$ cat config.mk
export PLATFORM = sky130hd
export DESIGN_NAME = rcc_classify
export DESIGN_NICKNAME = d
export VERILOG_FILES = /design/src/rcc_pkg.sv /design/src/rcc_classify.sv
export SDC_FILE = /design/constraint.sdc
export NUM_CORES = 1
export LEC_CHECK = 0
export ABC_AREA = 1
export BUFFER_PORTS_ARGS = -buffer_cell sky130_fd_sc_hd__buf_2
export CAP_MARGIN = 20
export CORE_AREA = 2 2 191 193
export CTS_CLUSTER_SIZE = 40
export DETAILED_ROUTE_END_ITERATION = 10
export DIE_AREA = 0 0 193 195
export HOLD_SLACK_MARGIN = 0.08
export MAX_ROUTING_LAYER = met4
export PLACE_DENSITY = 0.49
export RECOVER_POWER = 25
export SYNTH_ARGS = -nofsm -noshare
export SYNTH_HDL_FRONTEND = slang
export SYNTH_SLANG_ARGS = --single-unit
$ cat constraint.sdc
create_clock -name clock -period 4.2 [get_ports clock]
set_input_delay 0 -clock clock [delete_from_list [all_inputs] [get_ports clock]]
set_output_delay 0 -clock clock [all_outputs]
set_load 0.005 [all_outputs]
$ cat src/rcc_pkg.sv
`timescale 1ns / 1ps
// ----------------------------------------------------------------------------
// rcc_pkg
// Shared constants and types for the RGB color classifier.
// ----------------------------------------------------------------------------
package rcc_pkg;

   localparam int LEVEL_BITS_DEF = 12;
   localparam int RAW_W          = 15;
   localparam int REF_W          = 47;
   localparam int CSR_IDX_W      = 3;
   localparam int CSR_DATA_W     = 48;
   localparam int NUM_LEVEL_REGS = 5;
   localparam int NUM_CHAN       = 3;

   // scale applied before the divide
   localparam int SCALE          = 1000;
   localparam int SCALE_W        = 10;
   localparam int NUM_W          = RAW_W + SCALE_W;

   // margin: round(12*|t|/100) computed as (12*|t|+50)*MARGIN_K >> MARGIN_SH
   localparam int MARGIN_SH      = 26;
   localparam int MARGIN_K_W     = 20;
   localparam logic [MARGIN_K_W-1:0] MARGIN_K = 20'd671089;
   localparam int MARGIN_BASE    = 30;
   localparam int WHITE_LIMIT    = 30;

   // register indexes
   localparam logic [CSR_IDX_W-1:0] REG_DARK   = 3'd0;
   localparam logic [CSR_IDX_W-1:0] REG_WHITE  = 3'd1;
   localparam logic [CSR_IDX_W-1:0] REG_RED    = 3'd2;
   localparam logic [CSR_IDX_W-1:0] REG_BLUE   = 3'd3;
   localparam logic [CSR_IDX_W-1:0] REG_GREEN  = 3'd4;
   localparam logic [CSR_IDX_W-1:0] REG_YELLOW = 3'd5;
   localparam logic [CSR_IDX_W-1:0] REG_BLACK  = 3'd6;

   // position of each class in the level register bank
   localparam int LV_RED    = 0;
   localparam int LV_BLUE   = 1;
   localparam int LV_GREEN  = 2;
   localparam int LV_YELLOW = 3;
   localparam int LV_BLACK  = 4;

   // channel order inside packed words
   localparam int CH_R = 0;
   localparam int CH_G = 1;
   localparam int CH_B = 2;

   // class codes
   localparam logic [2:0] CLS_RED    = 3'd0;
   localparam logic [2:0] CLS_BLUE   = 3'd1;
   localparam logic [2:0] CLS_GREEN  = 3'd2;
   localparam logic [2:0] CLS_YELLOW = 3'd3;
   localparam logic [2:0] CLS_WHITE  = 3'd4;
   localparam logic [2:0] CLS_BLACK  = 3'd5;
   localparam logic [2:0] CLS_NONE   = 3'd6;

   typedef struct packed {
      logic neg;    // quotient sign
      logic zero;   // zero denominator
      logic ovf;    // quotient at or above 2^L
   } div_flags_type;

endpackage

$ cat src/rcc_classify.sv
`timescale 1ns / 1ps
// ----------------------------------------------------------------------------
// rcc_classify
// Priority class tests on the normalized triple, registered result.
// ----------------------------------------------------------------------------
module rcc_classify #(
   parameter int LEVEL_BITS = rcc_pkg::LEVEL_BITS_DEF
) (
   input  logic                         clock,
   input  logic                         en,
   input  logic signed [LEVEL_BITS-1:0] r,
   input  logic signed [LEVEL_BITS-1:0] g,
   input  logic signed [LEVEL_BITS-1:0] b,
   input  logic signed [LEVEL_BITS+1:0] lo_b [rcc_pkg::NUM_LEVEL_REGS][rcc_pkg::NUM_CHAN],
   input  logic signed [LEVEL_BITS+1:0] hi_b [rcc_pkg::NUM_LEVEL_REGS][rcc_pkg::NUM_CHAN],
   output logic [2:0]                   color_class,
   output logic signed [LEVEL_BITS-1:0] norm_red,
   output logic signed [LEVEL_BITS-1:0] norm_green,
   output logic signed [LEVEL_BITS-1:0] norm_blue
);
   import rcc_pkg::*;

   localparam int B_W = LEVEL_BITS + 2;

   logic signed [B_W-1:0] xv [NUM_CHAN];
   logic ab [NUM_LEVEL_REGS][NUM_CHAN];
   logic be [NUM_LEVEL_REGS][NUM_CHAN];
   logic [2:0] cls_in, cls_ff;
   logic signed [LEVEL_BITS-1:0] r_ff, g_ff, b_ff;

   always_comb begin
      xv[CH_R] = B_W'(r);
      xv[CH_G] = B_W'(g);
      xv[CH_B] = B_W'(b);
      for (int k = 0; k < NUM_LEVEL_REGS; k++) begin
         for (int c = 0; c < NUM_CHAN; c++) begin
            ab[k][c] = xv[c] > lo_b[k][c];
            be[k][c] = xv[c] < hi_b[k][c];
         end
      end

      if (ab[LV_RED][CH_B] && ab[LV_RED][CH_G] && be[LV_RED][CH_R]) begin
         cls_in = CLS_RED;
      end else if (be[LV_BLUE][CH_B] && ab[LV_BLUE][CH_G] && ab[LV_BLUE][CH_R]) begin
         cls_in = CLS_BLUE;
      end else if (ab[LV_GREEN][CH_B] && be[LV_GREEN][CH_G] && ab[LV_GREEN][CH_R]) begin
         cls_in = CLS_GREEN;
      end else if (ab[LV_YELLOW][CH_B] && be[LV_YELLOW][CH_G]
                   && be[LV_YELLOW][CH_R]) begin
         cls_in = CLS_YELLOW;
      end else if (xv[CH_R] < B_W'(WHITE_LIMIT) && xv[CH_G] < B_W'(WHITE_LIMIT)
                   && xv[CH_B] < B_W'(WHITE_LIMIT)) begin
         cls_in = CLS_WHITE;
      end else if (ab[LV_BLACK][CH_R] && ab[LV_BLACK][CH_G] && ab[LV_BLACK][CH_B]) begin
         cls_in = CLS_BLACK;
      end else begin
         cls_in = CLS_NONE;
      end
   end

   always_ff @(posedge clock) begin
      if (en) begin
         cls_ff <= cls_in;
         r_ff   <= r;
         g_ff   <= g;
         b_ff   <= b;
      end
   end

   assign color_class = cls_ff;
   assign norm_red    = r_ff;
   assign norm_green  = g_ff;
   assign norm_blue   = b_ff;

endmodule

==> flow_metrics.tcl <==
set metrics [dict create \
    share_comb_of_total_power 0.461 \
    grt_util_all_layers 0.135 \
    synth-seq-cells 39 \
    layout-drive-gt1-share 0.216 \
    cp_slowest_cell "dlygate4sd3_1" \
    timing.critical_path.required_ps 4300 \
    drt-initial-drc-count 244 \
    timing.critical_path.arrival_ps 2410 \
    outcome "finished, final reports clean" \
    grt_busiest_layer "met2" \
    design.portCount 497 \
    grt_antenna_before_repair 10 \
    synth.most_common_cell "inv_1" \
    synth_common_cells "inv_1 (271), nand2_1 (212), ha_1 (205)" \
    total_leakage_power_nw 5.73 \
    cts_resized 0 \
    routed_via_density 3.96 \
    route.detailed.wl_per_inst_um 13.7 \
    clock_transition_time_at_the_flip_flop_clock_pins_of_the_worst_setup_and_hold_paths_ps 80 \
    globalRouteMet3Util 0.0457 \
    place_congestion 0.792 \
    synthesis.yosys.warnings 0 \
    drt_pre_antenna_iters 4 \
    grt_max_degree 40 \
    async_flop_share 0 \
    clock_sink_count 39 \
    max_cap_viol_count 0 \
    antenna_violating_nets_post_route 0 \
    synthDominantAreaCellType "ha_1" \
    final_net_count 1995 \
    multi_input_comb_area_um2 4790 \
    timing.critical_path.depth 16 \
    groute.layer.met2.usage 0.209 \
    cts_htree_levels 2 \
    max_slew_headroom 0.336 \
    die-width_um 193 \
    clockPowerShare 0.255 \
    criticalPathCategory "input pin to flip-flop" \
    power-per-cell-area_nw_per_um2 178 \
    postSynthNetCount 1668 \
    tritoncts "yes" \
    layout.filler_cells 3979 \
    timing.critical_path.fanout_max 7 \
    pre_cts_slack_ps 1990 \
    hold_class "input pin to flip-flop" \
    swShare 0.388 \
    hold_viol_final 0 \
    chipHeight_um 195 \
    fp.dieArea_um2 37600 \
    max_freq_mhz 432 \
    area_growth_syn_to_layout_pct 35.4 \
    peak_supply_drop_v 0.000150 \
    clock_buffer_count_from_cts 5 \
    worst_pin_slew_ps 996 \
    yosysUniqueCellTypes 32 \
    cts_max_path_buffers 2 \
    sequential_area_share_after_synthesis 0.167 \
    timing.critical_path.to "color_class[1]" \
    critical_path.endpoint_type "flip-flop" \
    layout_min_cycle_time_ps 2310 \
    synth-edff-count 39 \
    syn_inst 1005 \
    count_of_vias_placed_by_the_detailed_router 7144 \
    netlist_top_cells_area "ha_1 (37%), edfxtp_1 (17%), inv_1 (15%)" \
    postSynth.topFlopCell "edfxtp_1" \
    hp-start "en" \
    timing.final.setup_violations 0 \
    regArea_um2 1170 \
    crit_family "simple AND/OR/NAND/NOR gates" \
    synthesis.area_um2 7010 \
    cpPeakStageDelay_ps 530 \
    rsz0062_at_grt "false" \
    initial_utilization 0.198 \
    seq_power_share 0.284 \
    cp_cell_sequence "dlygate4sd3_1 -> clkbuf_1 -> ha_1 -> nand2_1 -> nor2_1 -> o21ai_1 -> o211ai_1 -> nand2_1 -> nand3b_1 -> nand2_1 -> nand2_1 -> inv_1 -> nand2_2 -> nand2_1 -> nor2_1 -> nor2_1" \
    worstHoldPathCells 2 \
    critPathLaunch "b[5]" \
    num_rows 69 \
    drc_errors 0 \
    path_buf_inv 3 \
    totalNegativeSetupSlack_ps 0 \
    post-route-util 0.268 \
    report.power.total_w 0.00168 \
    hpwlAfterDp_um 21200 \
    globalRouteMet1Util 0.169 \
    number_of_max_slew_violations_in_the_final_report 0 \
    final_min_period_over_clock_period 0.551 \
    net_switching_power_of_the_design_w 0.000654 \
    avgSynthCellArea_um2 6.97 \
    p_int_w 0.00103 \
    first_global_vias 7115 \
    core_area_um2 35400 \
    timing.critical_path.from_type "input pin" \
    cts-root-buf "clkbuf_16" \
    layout_setup_ws_ps 1890 \
    place.port_buffers 286 \
    yosysTopAreaCellShare 0.366 \
    total_wirelength_um 24600 \
    overflow 0 \
    critical_path.most_common_cell "nand2_1" \
    post_cts_buffers 0 \
    first_pass_grt_wire_length_um 37100 \
]
## registers in the layout, indices dropped and copies added, names as in the netlist
signal	flops
norm_blue	12
color_class	3
norm_green	12
norm_red	12
## cells by family (layout without fill, tap and decap cells)
family | count (synthesis) | in the layout | synth area share
AO/OA/AOI/OAI | 128 | 128 | 0.102
XOR/XNOR | 1 | 1 | 0.00125
adder cells (fa/ha/maj) | 205 | 205 | 0.366
buffers and inverters | 279 | 607 | 0.149
flip-flops | 39 | 39 | 0.167
other | 0 | 11 | 0
AND/OR/NAND/NOR | 353 | 353 | 0.214
## metal layers
metal,vias up,wire [um]
met5,-,0
met4,0,218
met3,8,2220
met2,205,10700
met1,3044,11500
li1,3887,-
## layout by cell type (no fill, tap or decap), types with 2 or more instances in the layout
cell type	instances
inv_1	271
buf_2	257
nand2_1	212
ha_1	205
a21oi_1	74
nor2_1	67
edfxtp_1	39
dlygate4sd3_1	33
clkbuf_1	30
nand3_1	27
nand4_1	17
o21ai_1	15
o21ai_0	13
diode_2	11
nor3_1	9
o211ai_1	7
nand3b_1	7
inv_2	6
nor2_2	5
clkbuf_16	5
o21bai_1	4
nand2_2	4
a21boi_1	3
a21o_1	3
clkinv_1	2
o21a_1	2
nor2_4	2
a41o_2	2
## power by group through the flow
stage          Sequential (W)  Clock [W]  Combinational (W)
6_report             0.000478   0.000430           0.000777
5_1_grt              0.000482   0.000468           0.000919
4_1_cts              0.000478   0.000464           0.000801
3_5_place_dp         0.000486          0           0.000773
3_3_place_gp         0.000485          0           0.000757
2_1_floorplan        0.000492          0           0.000424
## repair_timing
item | CTS | global route
endpoints found under the hold margin | 33 | 0
hold buffers | 33 | 0
setup endpoints to repair | 0 | 0
## per-stage QoR
| stage | cells | area [um^2] | hold slack, ps |
|---|---|---|---|
| CTS | 1794 | 9490 | 105 |
| global placement | 1753 | 9020 | 197 |
| floorplan | 1005 | 7010 | 98.9 |
| global route | 1804 | 9480 | 358 |
| detailed placement | 1753 | 9020 | 200 |
| finish | 1805 | 9490 | 342 |
## how the worst min path moves through the flow
stage	slack (ps)	endpoint
final	340	norm_red[1]
after global placement	200	norm_blue[0]
after floorplan	100	norm_blue[0]
after CTS	100	norm_red[11]
after detailed placement	200	norm_blue[0]
after global routing	360	norm_red[5]
## final cells by class
class,instances,area share
repair buffers,320,0.183
clock buffers,6,0.0136
inverters,279,0.110
well taps,461,0.0608
multi-input cells,687,0.505
diodes,11,0.00290
flip-flops and latches,39,0.123
clock inverters,2,0.00132
Power figures use the tool's default switching activity.
