## config.mk

```make
export PLATFORM = sky130hd
export DESIGN_NAME = rcc_lane
export DESIGN_NICKNAME = d
export VERILOG_FILES = /design/src/rcc_pkg.sv /design/src/rcc_div_step.sv /design/src/rcc_lane.sv
export SDC_FILE = /design/constraint.sdc
export NUM_CORES = 1
export LEC_CHECK = 0
export BUFFER_PORTS_ARGS = -buffer_cell sky130_fd_sc_hd__buf_2
export CAP_MARGIN = 40
export CORE_MARGIN = 5
export CORE_UTILIZATION = 40
export CTS_BUF_LIST = sky130_fd_sc_hd__clkbuf_2
export DETAILED_ROUTE_END_ITERATION = 8
export GPL_TIMING_DRIVEN = 0
export PLACE_DENSITY = 0.55
export SYNTH_ARGS = -nofsm -noshare
export SYNTH_HDL_FRONTEND = slang
export SYNTH_SLANG_ARGS = --single-unit
```

## constraint.sdc

```tcl
create_clock -name clock -period 5.65 [get_ports clock]
set_input_delay 0.565 -clock clock [delete_from_list [all_inputs] [get_ports clock]]
set_output_delay 0.565 -clock clock [all_outputs]
set_load 0.01 [all_outputs]
```

## src/rcc_pkg.sv

```systemverilog
`timescale 1ns / 1ps
// ----------------------------------------------------------------------------
// rcc_pkg
// Shared constants and types for the RGB color classifier.
// ----------------------------------------------------------------------------
package rcc_pkg;

   localparam int LEVEL_BITS_DEF = 12;
   localparam int RAW_W          = 15;
   localparam int REF_W          = 47;
   localparam int CSR_IDX_W      = 3;
   localparam int CSR_DATA_W     = 48;
   localparam int NUM_LEVEL_REGS = 5;
   localparam int NUM_CHAN       = 3;

   // scale applied before the divide
   localparam int SCALE          = 1000;
   localparam int SCALE_W        = 10;
   localparam int NUM_W          = RAW_W + SCALE_W;

   // margin: round(12*|t|/100) computed as (12*|t|+50)*MARGIN_K >> MARGIN_SH
   localparam int MARGIN_SH      = 26;
   localparam int MARGIN_K_W     = 20;
   localparam logic [MARGIN_K_W-1:0] MARGIN_K = 20'd671089;
   localparam int MARGIN_BASE    = 30;
   localparam int WHITE_LIMIT    = 30;

   // register indexes
   localparam logic [CSR_IDX_W-1:0] REG_DARK   = 3'd0;
   localparam logic [CSR_IDX_W-1:0] REG_WHITE  = 3'd1;
   localparam logic [CSR_IDX_W-1:0] REG_RED    = 3'd2;
   localparam logic [CSR_IDX_W-1:0] REG_BLUE   = 3'd3;
   localparam logic [CSR_IDX_W-1:0] REG_GREEN  = 3'd4;
   localparam logic [CSR_IDX_W-1:0] REG_YELLOW = 3'd5;
   localparam logic [CSR_IDX_W-1:0] REG_BLACK  = 3'd6;

   // position of each class in the level register bank
   localparam int LV_RED    = 0;
   localparam int LV_BLUE   = 1;
   localparam int LV_GREEN  = 2;
   localparam int LV_YELLOW = 3;
   localparam int LV_BLACK  = 4;

   // channel order inside packed words
   localparam int CH_R = 0;
   localparam int CH_G = 1;
   localparam int CH_B = 2;

   // class codes
   localparam logic [2:0] CLS_RED    = 3'd0;
   localparam logic [2:0] CLS_BLUE   = 3'd1;
   localparam logic [2:0] CLS_GREEN  = 3'd2;
   localparam logic [2:0] CLS_YELLOW = 3'd3;
   localparam logic [2:0] CLS_WHITE  = 3'd4;
   localparam logic [2:0] CLS_BLACK  = 3'd5;
   localparam logic [2:0] CLS_NONE   = 3'd6;

   typedef struct packed {
      logic neg;    // quotient sign
      logic zero;   // zero denominator
      logic ovf;    // quotient at or above 2^L
   } div_flags_type;

endpackage

```

## src/rcc_div_step.sv

```systemverilog
`timescale 1ns / 1ps
// ----------------------------------------------------------------------------
// rcc_div_step
// One registered restoring-division step producing quotient bit BIT.
// ----------------------------------------------------------------------------
module rcc_div_step #(
   parameter int LEVEL_BITS = rcc_pkg::LEVEL_BITS_DEF,
   parameter int BIT        = 0
) (
   input  logic                                clock,
   input  logic                                en,
   input  logic [rcc_pkg::RAW_W+LEVEL_BITS:0]  rem_i,
   input  logic [rcc_pkg::RAW_W-1:0]           den_i,
   input  logic [LEVEL_BITS-1:0]               quo_i,
   input  rcc_pkg::div_flags_type              flg_i,
   output logic [rcc_pkg::RAW_W+LEVEL_BITS:0]  rem_o,
   output logic [rcc_pkg::RAW_W-1:0]           den_o,
   output logic [LEVEL_BITS-1:0]               quo_o,
   output rcc_pkg::div_flags_type              flg_o
);
   import rcc_pkg::*;

   localparam int CMP_W = RAW_W + LEVEL_BITS + 1;

   logic [CMP_W-1:0]      sub;
   logic                  ge;
   logic [CMP_W-1:0]      rem_in, rem_ff;
   logic [LEVEL_BITS-1:0] quo_in, quo_ff;
   logic [RAW_W-1:0]      den_ff;
   div_flags_type         flg_ff;

   always_comb begin
      sub    = {{(CMP_W-RAW_W){1'b0}}, den_i} << BIT;
      ge     = rem_i >= sub;
      rem_in = ge ? rem_i - sub : rem_i;
      quo_in = quo_i;
      quo_in[BIT] = ge;
   end

   always_ff @(posedge clock) begin
      if (en) begin
         rem_ff <= rem_in;
         quo_ff <= quo_in;
         den_ff <= den_i;
         flg_ff <= flg_i;
      end
   end

   assign rem_o = rem_ff;
   assign quo_o = quo_ff;
   assign den_o = den_ff;
   assign flg_o = flg_ff;

endmodule

```

## src/rcc_lane.sv

```systemverilog
`timescale 1ns / 1ps
// ----------------------------------------------------------------------------
// rcc_lane
// One channel: offset, scale, pipelined divide and saturation.
// ----------------------------------------------------------------------------
module rcc_lane #(
   parameter int LEVEL_BITS = rcc_pkg::LEVEL_BITS_DEF
) (
   input  logic                           clock,
   input  logic [LEVEL_BITS+3:0]          en,
   input  logic [rcc_pkg::RAW_W-1:0]      raw,
   input  logic [rcc_pkg::RAW_W-1:0]      dark,
   input  logic [rcc_pkg::RAW_W-1:0]      white,
   output logic signed [LEVEL_BITS-1:0]   norm
);
   import rcc_pkg::*;

   localparam int CMP_W = RAW_W + LEVEL_BITS + 1;
   localparam logic [LEVEL_BITS-1:0] HALF = {1'b1, {(LEVEL_BITS-1){1'b0}}};
   localparam logic [LEVEL_BITS-1:0] HI   = {1'b0, {(LEVEL_BITS-1){1'b1}}};

   // stage 0: differences
   logic [RAW_W:0]   diff, den;
   logic [RAW_W-1:0] adiff_in, aden_in, adiff_ff, aden0_ff;
   div_flags_type    flg_in, flg0_ff;

   always_comb begin
      diff     = {1'b0, raw} - {1'b0, white};
      den      = {1'b0, dark} - {1'b0, white};
      adiff_in = diff[RAW_W] ? RAW_W'(-diff) : diff[RAW_W-1:0];
      aden_in  = den[RAW_W] ? RAW_W'(-den) : den[RAW_W-1:0];
      flg_in.neg  = diff[RAW_W] ^ den[RAW_W];
      flg_in.zero = (den == '0);
      flg_in.ovf  = 1'b0;
   end

   always_ff @(posedge clock) begin
      if (en[0]) begin
         adiff_ff <= adiff_in;
         aden0_ff <= aden_in;
         flg0_ff  <= flg_in;
      end
   end

   // stage 1: scale by 1000
   logic [NUM_W-1:0] num_ff;
   logic [RAW_W-1:0] aden1_ff;
   div_flags_type    flg1_ff;

   always_ff @(posedge clock) begin
      if (en[1]) begin
         num_ff   <= adiff_ff * SCALE_W'(SCALE);
         aden1_ff <= aden0_ff;
         flg1_ff  <= flg0_ff;
      end
   end

   // stage 2: overflow check against den << L
   logic [CMP_W-1:0] num_x, lim;
   div_flags_type    flg2_in;
   logic [CMP_W-1:0]      rem_c [0:LEVEL_BITS];
   logic [RAW_W-1:0]      den_c [0:LEVEL_BITS];
   logic [LEVEL_BITS-1:0] quo_c [0:LEVEL_BITS];
   div_flags_type         flg_c [0:LEVEL_BITS];

   always_comb begin
      num_x   = {{(CMP_W-NUM_W){1'b0}}, num_ff};
      lim     = {{(CMP_W-RAW_W){1'b0}}, aden1_ff} << LEVEL_BITS;
      flg2_in = flg1_ff;
      flg2_in.ovf = num_x >= lim;
   end

   always_ff @(posedge clock) begin
      if (en[2]) begin
         rem_c[0] <= num_x;
         den_c[0] <= aden1_ff;
         quo_c[0] <= '0;
         flg_c[0] <= flg2_in;
      end
   end

   // divide steps, most significant quotient bit first
   for (genvar j = 0; j < LEVEL_BITS; j++) begin : g_step
      rcc_div_step #(
         .LEVEL_BITS (LEVEL_BITS),
         .BIT        (LEVEL_BITS - 1 - j)
      ) u_step (
         .clock (clock),
         .en    (en[3+j]),
         .rem_i (rem_c[j]),
         .den_i (den_c[j]),
         .quo_i (quo_c[j]),
         .flg_i (flg_c[j]),
         .rem_o (rem_c[j+1]),
         .den_o (den_c[j+1]),
         .quo_o (quo_c[j+1]),
         .flg_o (flg_c[j+1])
      );
   end

   // final stage: sign and saturation
   logic [LEVEL_BITS-1:0] q;
   div_flags_type         f;
   logic [LEVEL_BITS-1:0] norm_in, norm_ff;

   always_comb begin
      q = quo_c[LEVEL_BITS];
      f = flg_c[LEVEL_BITS];
      if (f.zero) begin
         norm_in = '0;
      end else if (!f.neg) begin
         norm_in = (f.ovf || q[LEVEL_BITS-1]) ? HI : q;
      end else begin
         norm_in = (f.ovf || q > HALF) ? HALF : LEVEL_BITS'(-q);
      end
   end

   always_ff @(posedge clock) begin
      if (en[LEVEL_BITS+3]) begin
         norm_ff <= norm_in;
      end
   end

   assign norm = norm_ff;

endmodule

```

==> qor.yml <==
grt_pass1_wl_mm: 130
timing.hold.ws_ps: 224
cts_made_buffers: 178
synth-seq-cells: 679
synth.avg_cell_area_sq_um: 11.8
cp-end-kind: "register"
critical_path_buf_inv_count: 2
synth_cell_types: 80
antenna_found_initial: 2
synth.top_cell.area_share_pct: 54.6
synthArstFlopShare_pct: 0
h-tree-depth: 4
start_util_pct: 40.1
skew_ps: 143
rsz0062_at_grt: "false"
fin_crit_sh_pct: 90.4
fp.dieArea_sq_mm: 0.0996
startpoint_type: "register"
die_w_microns: 316
grt_max_degree: 42
maxSlewViolCount: 0
regToRegEndpoint: "num_ff[23]"
area_growth_pct: 13.2
grt_usage_pct: 16.5
syn_area_sq_mm: 0.0373
fmax_mhz: 196
tightest_slew_ps: 922
use_met1_pct: 18.5
critical-path-slowest-cell: "a2111oi_0"
yosysWarnings: 0
syn_inst: 3158
ant_nets: 0
clockBufferDepth: 3
maxSlewHeadroom_pct: 38.6
insertion_delay_ps: 1460
worstPathCellList: "fa_1 > fa_1 > inv_1 > fa_1 > fa_1 > inv_1 > ha_1 > a2111oi_0 > o31ai_1 > o41ai_2 > nor2_1 > nor2_1 > o21ai_0 > xor2_1"
hold_viol: 0
io_pins: 74
cp_max_fo: 5
path_class: "reg2reg"
cp_top_family: "adder cells"
root_buffer: "clkbuf_2"
synth_top_area_cell: "edfxtp_1"
synth_edf_count: 679
min_path_cells: 2
synth_nets: 3558
crit_top_cell: "fa_1"
r2r_cells: 14
vias: 24601
period_minus_slack_ps: 5110
final_cell_mix: "edfxtp_1, inv_1, ha_1"
drive_gt1_share_pct: 11.9
cpPeakStageDelay_ps: 590
holdPathEnd: "g_step[3].u_step.den_o[8]"
setup_viol: 0
met3_usage_pct: 3.02
synth_ff_type: "edfxtp_1"
layout_commonest_cell: "edfxtp_1"
firstDrtPassIters: 5
synthTopCellsByArea: "edfxtp_1, ha_1, inv_1"
irDropWorstVdd_v: 0.000571
die_h_microns: 316
rr_startpoint: "adiff_ff[0]"
rows: 112
reg2reg_slack_ps: 540
post-cts-setup-buffers: 0
gp_congestion: 0.836
status: "finished, final reports clean"
nNetsFinal: 3946
grt_pass1_vias: 25091
hp-class: "in2reg"
cts.sinks: 679
grt-ovfl-total: 0
clk_pin_slew_ps: 90
dp_hpwl_mm: 62.2
cp.required_ps: 6780
core_area_sq_mm: 0.0930
ys_seq_area_share_pct: 54.6
drcViolationCount: 0
num-fill-cells: 8751
wl_per_cell_microns: 16.5
power_leakage_uw: 0.0170
avgViaCountPerCell: 5.01
grt_use_met2_pct: 30.7
cts_tree: "yes"
worst-endpoint-arrival_ps: 6240
grt-busiest-layer: "met2"
setup-tns-final_ps: 0
port_buffers: 73
drtIter0Drc: 1381
maxCapViolCount: 0
drt-total-wl_mm: 81.1
powerDensity_mw_per_mm2: 520
min_from: "en[6]"
==> cells in the mapped netlist (8+ instances only) <==
master	number
a2111oi_0	13
a211o_1	9
a211oi_1	15
a21boi_0	18
a21o_1	58
a21oi_1	191
a31oi_1	31
and3_1	18
clkbuf_1	36
edfxtp_1	679
fa_1	63
ha_1	275
inv_1	364
mux2_2	35
mux2i_1	8
nand2_1	208
nand2b_1	37
nand3_1	37
nand3b_1	12
nand4_1	26
nand4b_1	21
nor2_1	193
nor2b_1	36
nor3_1	67
nor4_1	25
o211ai_1	12
o21a_1	26
o21ai_0	180
o21bai_1	10
o31a_1	8
o31ai_1	24
o41ai_1	8
or2_2	19
or3_1	30
or4_1	8
xnor2_1	154
xor2_1	98
==> routing by layer <==
layer | share of wire, % | vias to the layer above | routed length [microns]
met1 | 40 | 11602 | 32500
met2 | 53 | 465 | 42800
met3 | 3.6 | 170 | 2940
met4 | 3.5 | 0 | 2880
li1 | - | 12364 | -
met5 | 0 | - | 0
==> flip-flops by register name, indices dropped and copies added (netlist names) <==
signal               cells
g_step.u_step.rem_o    277
g_step.u_step.den_o    165
g_step.u_step.quo_o     78
g_step.u_step.flg_o     36
num_ff                  22
rem_c                   22
aden0_ff                15
aden1_ff                15
adiff_ff                15
den_c                   15
norm                    12
flg_c                    3
flg0_ff                  2
flg1_ff                  2
==> power by group <==
group / total (uW) / switching (uW) / internal, uW
combinational: 10600 / 5870 / 4750
clock: 3230 / 2000 / 1230
sequential: 8140 / 748 / 7390
==> cells by family after synthesis <==
logic type      count (synthesis)  share of synthesized area [%]
mux                            43                           1.27
buf+inv                       410                           4.15
flops                         679                           54.6
simple gates                  778                           10.5
fa+ha+maj                     338                           12.6
xor+xnor                      252                           5.91
compound gates                658                           11.0
==> metrics by stage <==
stage	util [%]	cells	setup WS, ps	cell area [sq um]	power (uW)
floorplan	-	3158	1030	37300	16000
global placement	42.2	4485	350	39300	18800
detailed placement	42.5	4498	285	39500	18800
CTS	45.4	4908	243	42200	22300
global route	45.4	4914	203	42300	24000
finish	45.4	4914	543	42300	22000
==> worst max path at each step <==
stage / from / end / slack, ps / depth (start not counted)
2_1_floorplan: adiff_ff[0] / num_ff[23] / 1030 / 14
3_3_place_gp: adiff_ff[0] / num_ff[19] / 350 / 14
3_5_place_dp: adiff_ff[0] / num_ff[23] / 280 / 14
4_1_cts: adiff_ff[0] / num_ff[23] / 240 / 14
5_1_grt: adiff_ff[0] / num_ff[23] / 200 / 14
6_report: adiff_ff[0] / num_ff[23] / 540 / 14
==> repair_timing <==
item | CTS | global route
gates resized for setup | 0 | 1
hold buffers | 120 | 0
endpoints found under the setup margin | 0 | 1
endpoints found under the hold margin | 709 | 0
==> area by class of cell <==
cell class | instances | area [sq um] | area share [%]
multi-input combinational | 2069 | 15400 | 36.5
buffer | 44 | 176 | 0.417
clock buffer | 238 | 1190 | 2.82
inverter | 366 | 1370 | 3.25
antenna | 4 | 10.0 | 0.0237
clock inverter | 52 | 317 | 0.749
timing repair buffer | 208 | 1840 | 4.36
sequential | 679 | 20400 | 48.2
tap | 1254 | 1570 | 3.71
Power figures use the tool's default switching activity.
