`src/rcc_pkg.sv`:
```
`timescale 1ns / 1ps
// ----------------------------------------------------------------------------
// rcc_pkg
// Shared constants and types for the RGB color classifier.
// ----------------------------------------------------------------------------
package rcc_pkg;

   localparam int LEVEL_BITS_DEF = 12;
   localparam int RAW_W          = 15;
   localparam int REF_W          = 47;
   localparam int CSR_IDX_W      = 3;
   localparam int CSR_DATA_W     = 48;
   localparam int NUM_LEVEL_REGS = 5;
   localparam int NUM_CHAN       = 3;

   // scale applied before the divide
   localparam int SCALE          = 1000;
   localparam int SCALE_W        = 10;
   localparam int NUM_W          = RAW_W + SCALE_W;

   // margin: round(12*|t|/100) computed as (12*|t|+50)*MARGIN_K >> MARGIN_SH
   localparam int MARGIN_SH      = 26;
   localparam int MARGIN_K_W     = 20;
   localparam logic [MARGIN_K_W-1:0] MARGIN_K = 20'd671089;
   localparam int MARGIN_BASE    = 30;
   localparam int WHITE_LIMIT    = 30;

   // register indexes
   localparam logic [CSR_IDX_W-1:0] REG_DARK   = 3'd0;
   localparam logic [CSR_IDX_W-1:0] REG_WHITE  = 3'd1;
   localparam logic [CSR_IDX_W-1:0] REG_RED    = 3'd2;
   localparam logic [CSR_IDX_W-1:0] REG_BLUE   = 3'd3;
   localparam logic [CSR_IDX_W-1:0] REG_GREEN  = 3'd4;
   localparam logic [CSR_IDX_W-1:0] REG_YELLOW = 3'd5;
   localparam logic [CSR_IDX_W-1:0] REG_BLACK  = 3'd6;

   // position of each class in the level register bank
   localparam int LV_RED    = 0;
   localparam int LV_BLUE   = 1;
   localparam int LV_GREEN  = 2;
   localparam int LV_YELLOW = 3;
   localparam int LV_BLACK  = 4;

   // channel order inside packed words
   localparam int CH_R = 0;
   localparam int CH_G = 1;
   localparam int CH_B = 2;

   // class codes
   localparam logic [2:0] CLS_RED    = 3'd0;
   localparam logic [2:0] CLS_BLUE   = 3'd1;
   localparam logic [2:0] CLS_GREEN  = 3'd2;
   localparam logic [2:0] CLS_YELLOW = 3'd3;
   localparam logic [2:0] CLS_WHITE  = 3'd4;
   localparam logic [2:0] CLS_BLACK  = 3'd5;
   localparam logic [2:0] CLS_NONE   = 3'd6;

   typedef struct packed {
      logic neg;    // quotient sign
      logic zero;   // zero denominator
      logic ovf;    // quotient at or above 2^L
   } div_flags_type;

endpackage

```
`src/rcc_bounds.sv`:
```
`timescale 1ns / 1ps
// ----------------------------------------------------------------------------
// rcc_bounds
// Widened lower and upper bounds t -/+ margin(t) for one class level.
// ----------------------------------------------------------------------------
module rcc_bounds #(
   parameter int LEVEL_BITS = rcc_pkg::LEVEL_BITS_DEF
) (
   input  logic                          clock,
   input  logic [LEVEL_BITS-1:0]         level,
   output logic signed [LEVEL_BITS+1:0]  lo_bound,
   output logic signed [LEVEL_BITS+1:0]  hi_bound
);
   import rcc_pkg::*;

   localparam int X_W = LEVEL_BITS + 4;
   localparam int P_W = X_W + MARGIN_K_W;
   localparam int B_W = LEVEL_BITS + 2;

   logic [LEVEL_BITS-1:0] abs_t;
   logic [X_W-1:0]        x;
   logic [P_W-1:0]        prod_ff;
   logic [LEVEL_BITS-1:0] lvl_ff;
   logic [B_W-1:0]        mag, m, t_x, lo_in, hi_in, lo_ff, hi_ff;

   always_comb begin
      abs_t = level[LEVEL_BITS-1] ? LEVEL_BITS'(-level) : level;
      x     = X_W'(abs_t) * X_W'(12) + X_W'(50);
   end

   always_ff @(posedge clock) begin
      prod_ff <= P_W'(x) * P_W'(MARGIN_K);
      lvl_ff  <= level;
   end

   always_comb begin
      mag   = B_W'(prod_ff >> MARGIN_SH);
      m     = (lvl_ff[LEVEL_BITS-1] ? B_W'(-mag) : mag) + B_W'(MARGIN_BASE);
      t_x   = {{2{lvl_ff[LEVEL_BITS-1]}}, lvl_ff};
      lo_in = t_x - m;
      hi_in = t_x + m;
   end

   always_ff @(posedge clock) begin
      lo_ff <= lo_in;
      hi_ff <= hi_in;
   end

   assign lo_bound = lo_ff;
   assign hi_bound = hi_ff;

endmodule

```
`config.mk`:
```
export PLATFORM = sky130hd
export DESIGN_NAME = rcc_bounds
export DESIGN_NICKNAME = d
export VERILOG_FILES = /design/src/rcc_pkg.sv /design/src/rcc_bounds.sv
export SDC_FILE = /design/constraint.sdc
export NUM_CORES = 1
export LEC_CHECK = 0
export BUFFER_PORTS_ARGS = -buffer_cell sky130_fd_sc_hd__buf_2
export CORE_ASPECT_RATIO = 0.7
export CORE_MARGIN = 10
export CORE_UTILIZATION = 55
export CTS_CLUSTER_DIAMETER = 60
export DETAILED_ROUTE_END_ITERATION = 8
export PLACE_DENSITY = 0.83
export SLEW_MARGIN = 20
export SYNTH_ARGS = -nofsm -noshare
export SYNTH_HDL_FRONTEND = slang
export SYNTH_SLANG_ARGS = --single-unit
```
`constraint.sdc`:
```
create_clock -name clock -period 22.9 [get_ports clock]
set_input_delay 2.29 -clock clock [delete_from_list [all_inputs] [get_ports clock]]
set_output_delay 2.29 -clock clock [all_outputs]
set_load 0.03 [all_outputs]
```
==> key figures, run 1 <==
Floorplan
  • Die Wd: 164 µm
  • Starting Density: 56.8%
  • Boundary Pins: 41
  • Rows: 36
  • Die area: 0.0199 mm²
  • Core Area: 0.0141 mm²
  • Die height: 121 µm

Yosys
  • Area contributors post-synth: ha_1, fa_1, dfxtp_1
  • Synth Area in Compound Gates: 10.6%
  • Most common library cells after synthesis: inv_1, ha_1, fa_1
  • Post-synth top area share: 27.0%
  • Avg Inst Size Synth: 9.23 µm²
  • Seq/Total Area, Yosys: 12.3%
  • Post-synth EDFFs: 0
  • Leading area contributor after synthesis: ha_1
  • Most used flip-flop cell after synthesis: dfxtp_1
  • Post-synthesis cell area: 0.00801 mm²
  • Library cells used by synthesis: 65
  • XOR/XNOR Fraction of Synth Area: 8.85%
  • Simple-gate share of the synthesized area: 10.1%
  • #FFs+latches synth: 49
  • Count leader, synth: inv_1
  • Mux cell area share after synthesis: 0.516%
  • Largest family of logic cells by synthesized area: adder cells
  • Post-synth net total: 1137
  • Adder-Cell Fraction of Synth Area: 48.2%
  • Mapped Cells: 867
  • Yosys warnings: 0
  • FFs w/ async S/R, synth: 0%

STA
  • RSZ-0062 raised after global routing: false
  • Final hold vios: 0
  • Worst-Margin Slew: 1230 ps
  • Max Freq: 84.5 MHz
  • Final min period: 11840 ps
  • Setup violations, final: 0
  • Max-slew headroom: 15.7%
  • Tcrit/Tclk final: 51.7%
  • Setup TNS: 0 ps
  • Slew Viols, Final: 0
  • Setup Skew: 6.37 ps

Run
  • Max Cap Viol: 0

Global routing
  • Vias in the first global route: 5960
  • Initial antenna violation count: 0
  • Largest net degree at the start of global routing: 17
  • Gr usage total: 18.8%
  • Total grt overflow: 0
  • First-pass GRT wire length: 30300 µm

Setup path
  • CP Data Arrival Time: 12010 ps
  • Setup CP Type: in -> reg
  • Slowest library cell on the worst path: xor2_1
  • R2r setup slk: 18370 ps
  • CP max FO: 13
  • Required @ worst endpoint: 23070 ps
  • R2R cell count: 14
  • Cell mode on critical path: fa_1
  • Worst r2r src: prod_ff[26]$_DFF_P_
  • CP max stage delay: 770 ps
  • Worst reg2reg path endpoint: lo_bound[13]$_DFF_P_
  • Critical Path End Type: register
  • CP Launch Type: primary input

Hold path
  • Min-delay src: lvl_ff[0]$_DFF_P_
  • Hold Path End: hi_bound[0]$_DFF_P_
  • Hold Path Stages: 3
  • Hold WC Path Type: reg -> reg

Routing
  • Vias per inst: 5.37
  • Vias: 5891
  • Drt drc: 0
  • Routed Antenna Nets: 0
  • Initial drt markers: 424
  • Pre-antenna DRT Iters: 5
  • WL/cell: 16.2 µm
  • Final WL: 17700 µm

Run status
  • Status: completed

Cells and area
  • Inserted Diodes: 0
  • Area Growth Syn to Fin: 6.86%
  • Layout cell share with drive strength beyond 1: 7.28%
  • NumNets Final: 1176

Placement
  • Gp weighted congestion: 0.954
  • Hpwl dp: 15600 µm
  • Buffers on Ports: 40

Clock tree
  • Post-CTS setup buffers: 0
  • Clock buffer depth: 2
  • # H-tree levels: 2
  • CTS clock-pin slew for the worst setup and hold paths: 70 ps
  • CTS tree: built
  • Cts hold-fix bufs: 0
  • Worst-Skew Late Latency: 290 ps
  • Total CTS buffers: 5
  • CTS root buf: clkbuf_16
  • PostCTS Resize Cnt: 0
  • Clock sinks: 49
## kinds of logic (layout without fill, tap and decap cells)
group / count (synthesis) / in the layout
simple gates: 152 / 152
mux: 4 / 4
xor+xnor: 80 / 80
compound gates: 122 / 122
buf+inv: 202 / 242
flops: 49 / 49
fa+ha+maj: 258 / 258
## state kept, by name (all words and copies together) (netlist names)
signal / count
lvl_ff: 12
lo_bound: 13
prod_ff: 10
hi_bound: 14
## metrics by stage
step           hold slack [ps]  util (%)  setup slack, ps  instance area, µm²  std cells
2_1_floorplan              527         -            12190                8010        867
3_3_place_gp               544      59.7            11090                8410       1089
3_5_place_dp               589      59.7            10900                8410       1089
4_1_cts                    601      60.7            11150                8550       1097
5_1_grt                    633      60.7            10420                8550       1097
6_report                   599      60.7            11060                8550       1097
## layout make-up
| cell class | count | area (µm²) |
|---|---|---|
| multi-input combinational | 616 | 6260 |
| fill | 1183 | 5540 |
| sequential | 49 | 981 |
| inverter | 193 | 724 |
| tap | 190 | 238 |
| timing repair buffer | 41 | 208 |
| clock buffer | 6 | 129 |
| clock inverter | 2 | 13.8 |
## critical path, delay by kind of cell
family / cells / cell delay, ps
buffers and inverters: 5 / 720
AND/OR/NAND/NOR: 5 / 1330
XOR/XNOR: 3 / 1150
adder cells (fa/ha/maj): 10 / 4350
AO/OA/AOI/OAI: 10 / 2180
## layer usage
layer | share of wire, % | global-route usage, % | wire length, µm | up-vias
met4 | 0.46 | 1.78 | 82 | 0
met5 | 0 | 0 | 0 | -
met1 | 50 | 27.3 | 8840 | 2834
met3 | 8.8 | 6.10 | 1560 | 6
li1 | - | - | - | 2906
met2 | 41 | 27.4 | 7240 | 145
## cells in the final DEF (no fill, tap or decap), types with 3 or more instances in the layout
cell	netlist	final
inv_1	193	193
ha_1	173	173
fa_1	84	84
dfxtp_1	49	49
xnor2_1	45	45
buf_2	1	40
xor2_1	34	34
nand2_1	33	33
nor2_1	31	31
a21oi_1	30	30
o21ai_0	17	17
nor3_1	12	12
a21o_1	12	12
nand3_1	10	10
o21ai_1	9	9
and2_1	9	9
or3_1	9	9
nor2b_1	8	8
or2_2	8	8
nand2b_1	7	7
o31ai_1	7	7
and3_1	6	6
o21bai_1	6	6
clkbuf_16	0	5
a211oi_1	4	4
o21a_1	3	3
mux2i_1	3	3
or4_1	3	3
o41ai_1	3	3
a211o_1	3	3
nor3b_1	3	3
nand3b_1	3	3
a31oi_1	3	3
## worst max path at each step
stage / startpoint / endpoint / slack, ps / cells after the start
2_1_floorplan: level[0] / prod_ff[34]$_DFF_P_ / 12190 / 34
3_5_place_dp: level[0] / prod_ff[34]$_DFF_P_ / 10900 / 33
5_1_grt: level[0] / prod_ff[34]$_DFF_P_ / 10420 / 33
3_3_place_gp: level[0] / prod_ff[34]$_DFF_P_ / 11090 / 33
4_1_cts: level[0] / prod_ff[34]$_DFF_P_ / 11150 / 33
6_report: level[0] / prod_ff[34]$_DFF_P_ / 11060 / 33
Power of run 1 is left out: the tool's default activity adds up to more than one toggle a clock period on the data nets, which glitch-free logic cannot reach.
==> run 2, diff against run 1 <==
PLACE_DENSITY = 0.86   (was 0.83)
clock period = 10.88 ns   (was 22.9 ns; I/O delays follow)
==> run 2 against run 1 <==
Effect of this change: routed wire length about the same; final cell count up 0.82%; die area unchanged; register-to-register slack worse by 12000 ps; flip-flop and latch count unchanged; global-route usage down 0.85 points; hold slack worse by 45 ps; clock skew about the same; non-clock buffer count up 9; critical endpoint unchanged; critical path depth up 5.
==> key figures, run 2 (synthesis results as in run 1) <==
Run status
  • Status: completed

Cells and area
  • Area Growth Syn to Fin: 8.03%
  • Commonest non-fill, non-tap cell in the layout: inv_1
  • Inserted Diodes: 0 (unchanged)
  • Max reg flops: 14 (unchanged)
  • NumNets Final: 1185 (+0.77%)
  • Layout cell share with drive strength beyond 1: 8.30% (+1.0 points)
  • Fillcell total: 1166 (-1.4%)
  • Most frequent cells in the layout: inv_1, ha_1, fa_1

Clock tree
  • CTS clock-pin slew for the worst setup and hold paths: 70 ps (about the same)
  • Worst-Skew Late Latency: 300 ps (about the same)
  • Total CTS buffers: 5 (unchanged)
  • CTS root buf: clkbuf_16
  • # H-tree levels: 2 (unchanged)
  • Clock buffer depth: 2 (unchanged)
  • PostCTS Resize Cnt: 0 (unchanged)
  • CTS tree: built
  • Clock sinks: 49 (unchanged)

STA
  • Tcrit/Tclk final: 94.5%
  • Final hold vios: 0 (unchanged)
  • RSZ-0062 raised after global routing: false
  • Setup violations, final: 0 (unchanged)
  • Setup TNS: 0 ps (unchanged)
  • Final min period: 10280 ps
  • Max-slew headroom: 34.6% (+19 points)
  • Worst-Margin Slew: 956 ps (-277 ps)
  • Setup Skew: 6.34 ps (-0.0336 ps)
  • Max Freq: 97.3 MHz
  • Slew Viols, Final: 0 (unchanged)

Routing
  • WL/cell: 16.0 µm (-0.76%)
  • Pre-antenna DRT Iters: 5 (unchanged)
  • Vias: 6015 (+2.1%)
  • Drt drc: 0 (unchanged)
  • Routed Antenna Nets: 0 (unchanged)
  • Vias per inst: 5.44 (+1.3%)
  • Initial drt markers: 466 (+9.9%)
  • Final WL: 17700 µm (about the same)

Setup path
  • Required @ worst endpoint: 11050 ps (-12020 ps)
  • CP Launch Type: primary input
  • CP max stage delay: 530 ps (-240 ps)
  • CP max FO: 13 (unchanged)
  • R2R cell count: 14 (unchanged)
  • Critical Path End Type: register
  • Setup CP Type: in -> reg
  • R2r setup slk: 6460 ps (-11910 ps)
  • Slowest library cell on the worst path: fa_1
  • WP buf/inv: 8 (+3)
  • CP Data Arrival Time: 10460 ps (-1550 ps)
  • Critical path depth in cells: 38 (+15%)
  • Top delay family on crit path: adder cells

Placement
  • Buffers on Ports: 40 (unchanged)
  • Gp weighted congestion: 1.00 (+4.9%)
  • Hpwl dp: 15500 µm (-1.1%)

Floorplan
  • Die area: 0.0199 mm² (unchanged)
  • Starting Density: 56.8% (unchanged)
  • Rows: 36 (unchanged)
  • Die Wd: 164 µm (unchanged)
  • Boundary Pins: 41 (unchanged)
  • Core Area: 0.0141 mm² (unchanged)
  • Die height: 121 µm (unchanged)

Run
  • Max Cap Viol: 0 (unchanged)

Global routing
  • Gr usage total: 18.0% (-0.85 points)
  • Vias in the first global route: 6009 (+0.82%)
  • Total grt overflow: 0 (unchanged)
  • Largest net degree at the start of global routing: 17 (unchanged)
  • First-pass GRT wire length: 29100 µm (-3.9%)
  • Initial antenna violation count: 0 (unchanged)

Hold path
  • Hold Path Stages: 3 (unchanged)
  • Hold WC Path Type: reg -> reg
## run 2: path summary, 6_finish.rpt
| path | startpoint | to |
|---|---|---|
| worst min-delay path | lvl_ff[0]$_DFF_P_ | hi_bound[0]$_DFF_P_ |
| worst max register to register | prod_ff[26]$_DFF_P_ | lo_bound[13]$_DFF_P_ |
| worst min register to register | lvl_ff[0]$_DFF_P_ | hi_bound[0]$_DFF_P_ |
| worst max-delay path | level[0] | prod_ff[34]$_DFF_P_ |
## run 2: final cells by class
type                    instances  area, µm²  share of cell area, %
multi-input cells             616       6260                   72.4
clock buffers                   5        125                   1.45
clock inverters                 3       43.8                  0.506
well taps                     190        238                   2.75
repair buffers                 50        275                   3.18
inverters                     193        724                   8.38
flip-flops and latches         49        981                   11.3
## run 2: what timing repair did
| item | CTS | global route |
|---|---|---|
| setup endpoints to repair | 0 | 3 |
| setup buffers | 0 | 1 |
| hold buffers | 0 | 0 |
## run 2: metrics by stage
step | instances | hold slack (ps) | util [%] | instance area [µm²] | setup WS [ps]
after floorplan | 867 | 527 | - | 8010 | 1370
after global placement | 1097 | 545 | 60.1 | 8470 | 657
after detailed placement | 1097 | 552 | 60.1 | 8470 | 310
after CTS | 1105 | 561 | 61.3 | 8640 | 565
after global routing | 1106 | 607 | 61.3 | 8650 | 63.8
final | 1106 | 554 | 61.3 | 8650 | 598
## run 2: routing by layer
metal / track usage [%] / wire [µm]
met2: 26.5 / 7370
met1: 25.8 / 8440
met4: 2.12 / 127
met5: 0 / 0
met3: 5.56 / 1790
## run 2: worst register-to-register path: cells and delay by family, from the launching register on
kind,cells,cell delay [ps]
buf+inv,2,140
compound gates,3,1170
xor+xnor,2,390
flops,1,460
simple gates,4,1320
fa+ha+maj,2,540
mux,1,250
Power of run 2 is left out for the same reason.
==> run 3, diff against run 2 <==
ABC_AREA = 1   (was not set)
PLACE_DENSITY = 0.85   (was 0.86)
==> run 3 against run 2 <==
Effect of this change: worst setup slack better by 1000 ps; sequential share of layout area down 0.81 points; register-to-register slack better by 590 ps; clock skew up 0.58 ps; non-clock buffer count down 10; core utilization down 1.4 points; flip-flop and latch count unchanged; synthesized cell count up 30%; final cell count up 23%.
==> key figures, run 3 <==
Global routing
  • Initial antenna violation count: 0 (unchanged)
  • Total grt overflow: 0 (unchanged)
  • Vias in the first global route: 7033 (+17%)
  • Gr usage total: 20.1% (+2.2 points)
  • First-pass GRT wire length: 35300 µm (+21%)
  • Largest net degree at the start of global routing: 17 (unchanged)

Routing
  • Final WL: 21400 µm (+21%)
  • Pre-antenna DRT Iters: 5 (unchanged)
  • WL/cell: 15.7 µm (-1.8%)
  • Drt drc: 0 (unchanged)
  • Routed Antenna Nets: 0 (unchanged)
  • Vias per inst: 5.34 (-1.9%)
  • Vias: 7262 (+21%)
  • Initial drt markers: 574 (+23%)

STA
  • RSZ-0062 raised after global routing: false
  • Slew Viols, Final: 0 (unchanged)
  • Setup TNS: 0 ps (unchanged)
  • Setup violations, final: 0 (unchanged)
  • Max-slew headroom: 50.0% (+15 points)
  • Final worst slack: 1610 ps (+1010 ps)
  • Final min period: 9270 ps (-1010 ps)
  • Worst-Margin Slew: 743 ps (-214 ps)
  • Final hold vios: 0 (unchanged)
  • Max Freq: 108 MHz (+11%)
  • Setup Skew: 6.92 ps (+0.583 ps)
  • Worst hold slack: 620 ps (+65.3 ps)
  • Tcrit/Tclk final: 85.2% (-9.3 points)

Cells and area
  • Most frequent cells in the layout: inv_1, ha_1, nand2_1
  • Commonest non-fill, non-tap cell in the layout: inv_1
  • Util after Layout: 59.9% (-1.4 points)
  • Max reg flops: 14 (unchanged)
  • Area Growth Syn to Fin: 6.31%
  • NumNets Final: 1430 (+21%)
  • Inserted Diodes: 0 (unchanged)
  • Fillcell total: 1319 (+13%)
  • Layout cell share with drive strength beyond 1: 7.58% (-0.72 points)

Clock tree
  • Post-CTS setup buffers: 0 (unchanged)
  • # H-tree levels: 2 (unchanged)
  • Worst-Skew Late Latency: 300 ps (about the same)
  • Clock sinks: 49 (unchanged)
  • CTS tree: built
  • CTS clock-pin slew for the worst setup and hold paths: 70 ps (about the same)
  • Total CTS buffers: 5 (unchanged)
  • PostCTS Resize Cnt: 0 (unchanged)
  • Clock buffer depth: 2 (unchanged)
  • CTS root buf: clkbuf_16
  • Cts hold-fix bufs: 0 (unchanged)

Yosys
  • Synth Area in Compound Gates: 7.80% (-2.8 points)
  • Largest family of logic cells by synthesized area: adder cells
  • Post-synth top area share: 24.7% (-2.3 points)
  • Post-synth EDFFs: 0 (unchanged)
  • Mapped Cells: 1124 (+30%)
  • Most common library cells after synthesis: inv_1, ha_1, nand2_1
  • Area contributors post-synth: ha_1, fa_1, inv_1
  • Yosys warnings: 0 (unchanged)
  • Seq/Total Area, Yosys: 11.2% (-1.1 points)
  • Post-synth net total: 1394 (+23%)
  • Avg Inst Size Synth: 7.79 µm² (-16%)
  • Most used flip-flop cell after synthesis: dfxtp_1
  • Count leader, synth: inv_1
  • Post-synthesis cell area: 0.00876 mm² (+9.4%)
  • #FFs+latches synth: 49 (unchanged)
  • Leading area contributor after synthesis: ha_1
  • Library cells used by synthesis: 40 (-38%)
  • Mux cell area share after synthesis: 0% (-0.52 points)
  • Adder-Cell Fraction of Synth Area: 43.9% (-4.3 points)
  • Simple-gate share of the synthesized area: 17.5% (+7.4 points)
  • XOR/XNOR Fraction of Synth Area: 6.60% (-2.2 points)
  • FFs w/ async S/R, synth: 0% (unchanged)

Floorplan
  • Die height: 126 µm (+3.9%)
  • Die area: 0.0215 mm² (+8.1%)
  • Die Wd: 171 µm (+4.1%)
  • Starting Density: 56.3% (-0.43 points)
  • Core Area: 0.0155 mm² (+10%)
  • Boundary Pins: 41 (unchanged)
  • Rows: 38 (+5.6%)

Run status
  • Status: completed

Setup path
  • CP max stage delay: 620 ps (+90 ps)
  • Setup CP Type: in -> reg
  • Slowest library cell on the worst path: fa_1
  • Critical Path End Type: register
  • CP max FO: 12 (-1)
  • CP Launch Type: primary input
  • CP Data Arrival Time: 9460 ps (-1000 ps)
  • Cell mode on critical path: fa_1
  • Required @ worst endpoint: 11070 ps (+20 ps)

Hold path
  • Hold WC Path Type: reg -> reg

Placement
  • Gp weighted congestion: 1.01 (+0.61%)
  • Buffers on Ports: 40 (unchanged)
  • Hpwl dp: 18600 µm (+20%)
  • Pre-CTS setup slack: 1420 ps (+1110 ps)

Run
  • Max Cap Viol: 0 (unchanged)
-- run 3: cells by family after synthesis --
logic type | after synthesis
xor+xnor | 66
fa+ha+maj | 257
flops | 49
buf+inv | 298
compound gates | 122
simple gates | 332
-- run 3: final cells by class --
| class | count | area (µm²) | share of cell area [%] |
|---|---|---|---|
| Sequential cell | 49 | 981 | 10.5 |
| Clock buffer | 5 | 125 | 1.34 |
| Clock inverter | 3 | 43.8 | 0.470 |
| Multi-Input combinational cell | 777 | 6640 | 71.3 |
| Tap cell | 200 | 250 | 2.69 |
| Inverter | 287 | 1080 | 11.6 |
| Timing Repair Buffer | 40 | 200 | 2.15 |
-- run 3: final timing paths --
check	from	to	slack, ps	depth (start not counted)
setup / recovery	level[0]	prod_ff[32]$_DFF_P_	1610	34
hold / removal	prod_ff[26]$_DFF_P_	hi_bound[0]$_DFF_P_	620	2
setup reg to reg	lvl_ff[11]$_DFF_P_	lo_bound[11]$_DFF_P_	7050	15
hold reg to reg	prod_ff[26]$_DFF_P_	hi_bound[0]$_DFF_P_	620	2
-- run 3: routing by layer --
metal	vias up	global-route usage (%)	share of wire (%)
met1	3424	28.9	47
met3	24	4.90	9.7
li1	3572	-	-
met5	-	0	0
met4	0	4.03	1.4
met2	242	29.9	42
-- run 3: worst max-delay path, delay by kind of cell --
family / cells / cell delay (ps)
buffers and inverters: 8 / 1020
xor gates and xnor gates: 3 / 910
and+or+nand+nor: 10 / 1210
AOI/OAI and AO/OA: 2 / 300
adders and majority gates: 11 / 4910
-- run 3: metrics by stage --
stage / instance area [µm²] / cells
final: 9310 / 1361
after global routing: 9310 / 1361
after CTS: 9310 / 1361
after detailed placement: 9150 / 1353
after global placement: 9150 / 1353
after floorplan: 8760 / 1124
Power of run 3 is left out for the same reason.
